## src/rtl/pss_pkg.sv

```systemverilog
// shared constants, types and codes of the polymetric step sequencer
package pss_pkg;

    localparam int LANES = 16;
    localparam int STEPS = 64;

    // payload field widths
    localparam int CMD_W    = 2;
    localparam int LANE_IN_W = 4;
    localparam int SLOT_IN_W = 6;
    localparam int VEL_W    = 7;
    localparam int LEN_IN_W = 8;
    localparam int PAD_W    = 4;
    localparam int IDX_W    = 48;
    localparam int TOTAL_W  = 32;
    localparam int CFG_W    = 5;

    // derived storage widths
    localparam int LANE_W    = (LANES > 1) ? $clog2(LANES) : 1;
    localparam int SLOT_W    = $clog2(STEPS);
    localparam int LEN_W     = $clog2(STEPS + 1);
    localparam int CNT_W     = $clog2(LANES + 1);
    localparam int ADDR_W    = LANE_W + SLOT_W;
    localparam int DIGIT_W   = 8;
    localparam int DIGITS    = IDX_W / DIGIT_W;
    localparam int DIG_CNT_W = $clog2(DIGITS);

    typedef logic [LANE_W-1:0]    lane_idx_t;
    typedef logic [SLOT_W-1:0]    slot_t;
    typedef logic [LEN_W-1:0]     len_t;
    typedef logic [SLOT_W:0]      mod_t;
    typedef logic [CNT_W-1:0]     lane_cnt_t;
    typedef logic [DIG_CNT_W-1:0] dig_t;
    typedef logic [ADDR_W-1:0]    addr_t;
    typedef logic [VEL_W:0]       entry_t;

    typedef enum logic [CMD_W-1:0] {
        CMD_STEP_WRITE = 2'd0,
        CMD_LANE_WRITE = 2'd1,
        CMD_FIRE       = 2'd2
    } cmd_e;

    typedef enum logic [2:0] {
        ST_CLEAR,
        ST_IDLE,
        ST_LANE,
        ST_MOD,
        ST_READ,
        ST_CHECK
    } state_e;

    // controller to datapath
    typedef struct packed {
        logic accept;
        logic clr_step;
        logic fire_load;
        logic lane_next;
        logic mod_start;
        logic mod_step;
        logic mem_rd;
        logic take_hit;
        logic flush_last;
    } ctl_t;

    // datapath to controller
    typedef struct packed {
        logic clr_last;
        logic lane_end;
        logic lane_off;
        logic mod_last;
        logic hit;
        logic pend_valid;
        logic out_free;
    } sts_t;

endpackage

```

## src/rtl/pss_ctrl.sv

```systemverilog
// sequencing state machine of the step sequencer
module pss_ctrl (
    input  logic            clk,
    input  logic            rst_n,
    input  logic            in_valid,
    input  logic [pss_pkg::CMD_W-1:0] in_command,
    output logic            in_ready,
    input  pss_pkg::sts_t   sts,
    output pss_pkg::ctl_t   ctl
);

    pss_pkg::state_e state_reg;
    pss_pkg::state_e state_next;

    always_ff @(posedge clk or negedge rst_n)
    begin
        if (!rst_n)
        begin
            state_reg <= pss_pkg::ST_CLEAR;
        end
        else
        begin
            state_reg <= state_next;
        end
    end

    always_comb
    begin
        state_next = state_reg;
        ctl        = '0;
        in_ready   = 1'b0;
        case (state_reg)
            pss_pkg::ST_CLEAR:
            begin
                ctl.clr_step = 1'b1;
                if (sts.clr_last)
                begin
                    state_next = pss_pkg::ST_IDLE;
                end
            end
            pss_pkg::ST_IDLE:
            begin
                in_ready = 1'b1;
                if (in_valid)
                begin
                    ctl.accept = 1'b1;
                    if (in_command == pss_pkg::CMD_FIRE)
                    begin
                        ctl.fire_load = 1'b1;
                        state_next    = pss_pkg::ST_LANE;
                    end
                end
            end
            pss_pkg::ST_LANE:
            begin
                if (sts.lane_end)
                begin
                    if (!sts.pend_valid)
                    begin
                        state_next = pss_pkg::ST_IDLE;
                    end
                    else if (sts.out_free)
                    begin
                        ctl.flush_last = 1'b1;
                        state_next     = pss_pkg::ST_IDLE;
                    end
                end
                else if (sts.lane_off)
                begin
                    ctl.lane_next = 1'b1;
                end
                else
                begin
                    ctl.mod_start = 1'b1;
                    state_next    = pss_pkg::ST_MOD;
                end
            end
            pss_pkg::ST_MOD:
            begin
                ctl.mod_step = 1'b1;
                if (sts.mod_last)
                begin
                    state_next = pss_pkg::ST_READ;
                end
            end
            pss_pkg::ST_READ:
            begin
                ctl.mem_rd = 1'b1;
                state_next = pss_pkg::ST_CHECK;
            end
            pss_pkg::ST_CHECK:
            begin
                if (!sts.hit)
                begin
                    ctl.lane_next = 1'b1;
                    state_next    = pss_pkg::ST_LANE;
                end
                else if (!sts.pend_valid || sts.out_free)
                begin
                    ctl.take_hit  = 1'b1;
                    ctl.lane_next = 1'b1;
                    state_next    = pss_pkg::ST_LANE;
                end
            end
            default:
            begin
                state_next = pss_pkg::ST_CLEAR;
            end
        endcase
    end

endmodule

```

## config.mk

```make
export PLATFORM = sky130hd
export DESIGN_NAME = pss_ctrl
export DESIGN_NICKNAME = d
export VERILOG_FILES = /design/src/rtl/pss_pkg.sv /design/src/rtl/pss_ctrl.sv
export SDC_FILE = /design/constraint.sdc
export NUM_CORES = 1
export LEC_CHECK = 0
export ABC_AREA = 1
export BUFFER_PORTS_ARGS = -buffer_cell sky130_fd_sc_hd__buf_4
export CAP_MARGIN = 15
export CORE_AREA = 2 2 39 41
export DETAILED_ROUTE_END_ITERATION = 6
export DIE_AREA = 0 0 41 43
export SYNTH_ARGS = -nofsm -noshare
export SYNTH_HDL_FRONTEND = slang
export SYNTH_SLANG_ARGS = --single-unit
```

## constraint.sdc

```tcl
create_clock -name clk -period 1.11 [get_ports clk]
set_input_delay 0.0555 -clock clk [delete_from_list [all_inputs] [get_ports clk]]
set_output_delay 0.0555 -clock clk [all_outputs]
set_load 0.02 [all_outputs]
```

Word-level counts from Yosys, hierarchy flattened. Cells that the tools add are included.

Register bits: 3. Input bits: 12. Output and inout port bits: 10. Word-level logic and storage cells: 51.

Eq/ne operators: 13. Mux-type cells: 33. Reductions and logical operators: 4.

Operators by type and width (number): 3-bit two-way mux (10); 1-bit two-way mux (20); 3-bit case mux with 6 select lines (1); 2-bit inequality test, second input constant (4); 7-bit AND reduction (1); 3-bit by 2-bit == test with 1-bit output, second input constant (2); 3-bit == test, second input constant (2); 3-bit inequality test, second input constant (2); 4-bit inequality test, second input constant (1); 3-bit by 1-bit == test with 1-bit output, second input constant (1); 3-bit zero test (1); 2-bit == test, second input constant (1); 2-bit two-way mux (1); 1-bit case mux with 2 select lines (1); 1-bit zero test (1); 1-bit logical OR (1).

Longest topological paths before layout.
Depth in word-level cells: 5. Depth in mapped cells: 10. Gate-level depth less buffers: 9.

Worst setup path before layout. Ideal clock, no wire load.

Kind: reg2out. Start: register state_reg[1]. End: output ctl[6] (netlist bit). Data arrival time: 1146 ps. Data required time: 1054 ps. Setup slack: -91 ps. Cell stages (with the launch flop): 7. Buffers on the path: 1. Cell sequence: dfrtp_1 buf_4 inv_2 nand2_2 nor2_4 inv_1 nor2_1.

RTL lines: start: declaration (RTL line pss_ctrl.sv:12) `pss_pkg::state_e state_reg;`; start signal: assignment (RTL line pss_ctrl.sv:19) `state_reg <= pss_pkg::ST_CLEAR;`; start signal: assignment (RTL line pss_ctrl.sv:23) `state_reg <= state_next;`; end: declaration (RTL line pss_ctrl.sv:9) `output pss_pkg::ctl_t ctl`.

==> flow_summary_export.csv <==
group,metric,value,unit
outcome,status,"finished with violations",
outcome,violations,"setup timing",
sta,tightest_slew,208.9,ps
global_route,grt_pass1_vias,505,
power_and_ir_drop,vdd_ir_drop_max,1.404,mV
yosys,synthesis.area,359.1,sq um
clocking,clock-sinks,3,
floorplan,dieArea,1763,sq um
sta,slew_violations,0,
floorplan,ios,22,
final_layout,final_util,58.77,%
yosys,syn_inst,60,
job,drv_cap,0,
sta,timing.final.ws_setup,-204.7,ps
critical_path,cp_slowest_stage_delay,440,ps
critical_path,arrival,1260,ps
hold_path,min_path_type,"in -> async",
yosys,synthMuxAreaShare,0,%
clocking,cts-buffers-inserted,3,
power_and_ir_drop,p_per_area,2814,nW/um^2
routing,firstDrtPassIters,4,
placement,place.gp.congestion,0.7657,
global_route,grt_use_total,16.97,%
final_layout,diodes,0,
yosys,synth-xor-area-share,0,%
yosys,synth_top_family_by_area,"simple AND/OR/NAND/NOR gates",
yosys,syn-num-nets,72,
routing,postRouteAntennaNets,0,
routing,via_per_inst,4.709,
sta,setup_viol,13,
placement,dp.cells,102,
floorplan,core-area,1384,sq um
sta,post-route-period-util,118.4,%
yosys,synth_compound_area_share,4.530,%
floorplan,chipHeight,43,um
placement,pre_cts_slack,-125.6,ps
critical_path,crit_required,1050,ps
routing,drc_errors,0,
yosys,synthSimpleGateAreaFrac,59.93,%
sta,finalCriticalPeriod,1315,ps
final_layout,syn2layout_area_growth,126.5,%
critical_path,crit_path_frequent_cell,"buf_6",
final_layout,largest_reg_flops,3,
sta,fin_worst_skew,1.311,ps
critical_path,cp_slowest_cell,"dfrtp_2",
global_route,antenna_found_initial,0,
placement,hpwl,770.6,um
final_layout,finalInstanceArea,813.3,sq um
floorplan,row_count,14,
clocking,cts_buffer_depth,2,
yosys,yosys.cell_types.count,15,
yosys,ys_ff_latch,3,
global_route,overflow,0,
final_layout,layout.nets,114,
critical_path,setup.worst_path.start_class,"flop",
routing,num_vias,551,
placement,postPlaceCellArea,598.1,sq um
floorplan,start_util,25.95,%
floorplan,die_x,41,um
clocking,clock_latency,240,ps
yosys,synthAdderAreaFrac,0,%
sta,finalSetupTns,-1841,ps
sta,relSlewSlack,86.02,%
clocking,path_clk_slew,40,ps
final_layout,drive_gt1_share,67.33,%
routing,drt_iter0_drc,9,
sta,rsz0062_at_grt,"yes",
sta,fmax,760.6,MHz
global_route,grt_max_degree,7,
critical_path,endpoint_kind,"output pin",
power_and_ir_drop,power_leakage,0.4127,nW
placement,portBuffers,21,
global_route,grt_pass1_wl,2070,um
yosys,synth.avg_cell_area,5.985,sq um
clocking,cts-root-buf,"clkbuf_4",
clocking,cts-htree-levels,1,
critical_path,path_max_fanout,3,
critical_path,critPathKind,"reg -> out",
critical_path,worstPathCellList,"inv_2 > nand3_2 > buf_6 > o22ai_2 > buf_6",
yosys,ys_warn_count,0,
yosys,synth-seq-area-share,20.91,%
routing,drt-wirelength-per-cell,11.46,um
clocking,cts_tree,"done",
final_layout,final_cells,117,
routing,routed_wl,1341,um
sta,finalHoldViolations,0,
## cell usage in the layout, fill, tap and decap left out, drive strengths merged
cell / synthesis / layout
buf: 1 / 37
nand2: 16 / 16
nor2: 15 / 15
inv: 12 / 12
nand3: 5 / 5
clkbuf: 0 / 4
nand4: 3 / 3
dfrtp: 3 / 3
nand3b: 2 / 2
o22ai: 1 / 1
o21ai: 1 / 1
a21oi: 1 / 1
dlygate4sd3: 0 / 1
## cell type report
type                            count  area [sq um]
Clock buffer                        4         26.28
Fill cell                         122         570.5
Inverter                           12         47.55
Multi-Input combinational cell     44         304.0
Sequential cell                     3         77.57
Tap cell                           16         20.02
Timing Repair Buffer               38         337.8
## cell usage after synthesis (all sizes together)
master | instances | share of area (%)
nand2 | 16 | 21
buf | 1 | 2.1
nand4 | 3 | 5.2
nand3b | 2 | 4.2
nand3 | 5 | 7.0
o22ai | 1 | 1.7
inv | 12 | 13
o21ai | 1 | 1.4
a21oi | 1 | 1.4
dfrtp | 3 | 21
nor2 | 15 | 23
## through the flow
stage | hold slack (ps) | power, mW
after CTS | 151.3 | 2.044
after global placement | -155.1 | 1.386
after floorplan | -240.1 | 1.021
after global routing | 154.0 | 2.447
final | 148.5 | 2.289
after detailed placement | -155.0 | 1.398
## critical path: cells and delay by family, from the launching register on
family                 cells  cell delay, ps
and+or+nand+nor            1              80
AOI/OAI and AO/OA          1             150
buffers and inverters      3             360
DFF                        1             440
## final timing paths
kind / slack (ps) / cells after the start / from / end
hold reg to reg: 730 / 4 / state_reg[2] / state_reg[0]
hold / removal: 150 / 2 / rst_n / state_reg[2]
max in group asynchronous: 860 / 2 / rst_n / state_reg[0]
min in group clk: 310 / 6 / sts[2] / state_reg[2]
setup reg to reg: -140 / 9 / state_reg[0] / state_reg[0]
setup / recovery: -200 / 5 / state_reg[0] / ctl[5]
## power breakdown
group,leakage [nW],total [mW],internal (mW),switching (mW)
Clock,0.0150,0.201,0.135,0.0660
Sequential,0.0359,0.261,0.174,0.0871
Combinational,0.362,1.83,0.886,0.940
Total,0.413,2.29,1.20,1.09
## kinds of logic after synthesis
kind of cell / after synthesis
AOI/OAI and AO/OA: 3
buffers and inverters: 13
DFF: 3
and+or+nand+nor: 41
## what timing repair did
action                                  4_1_cts  5_1_grt
hold endpoints to repair                      3        0
setup buffers                                 8        2
hold buffers                                  1        0
endpoints found under the setup margin       13       13
resized for setup                            18       10
pin swaps                                     2        4
## routing by layer
layer / share of wire [%] / GRT usage, % / wire length, um / up-vias
met5: 0 / 0 / 0 / -
met4: 2.8 / 8.667 / 37 / 0
met3: 7.5 / 2.618 / 100 / 4
met2: 54 / 28.44 / 725 / 30
met1: 36 / 19.29 / 478 / 249
li1: - / - / - / 268
(Power assumes the default switching activity.)
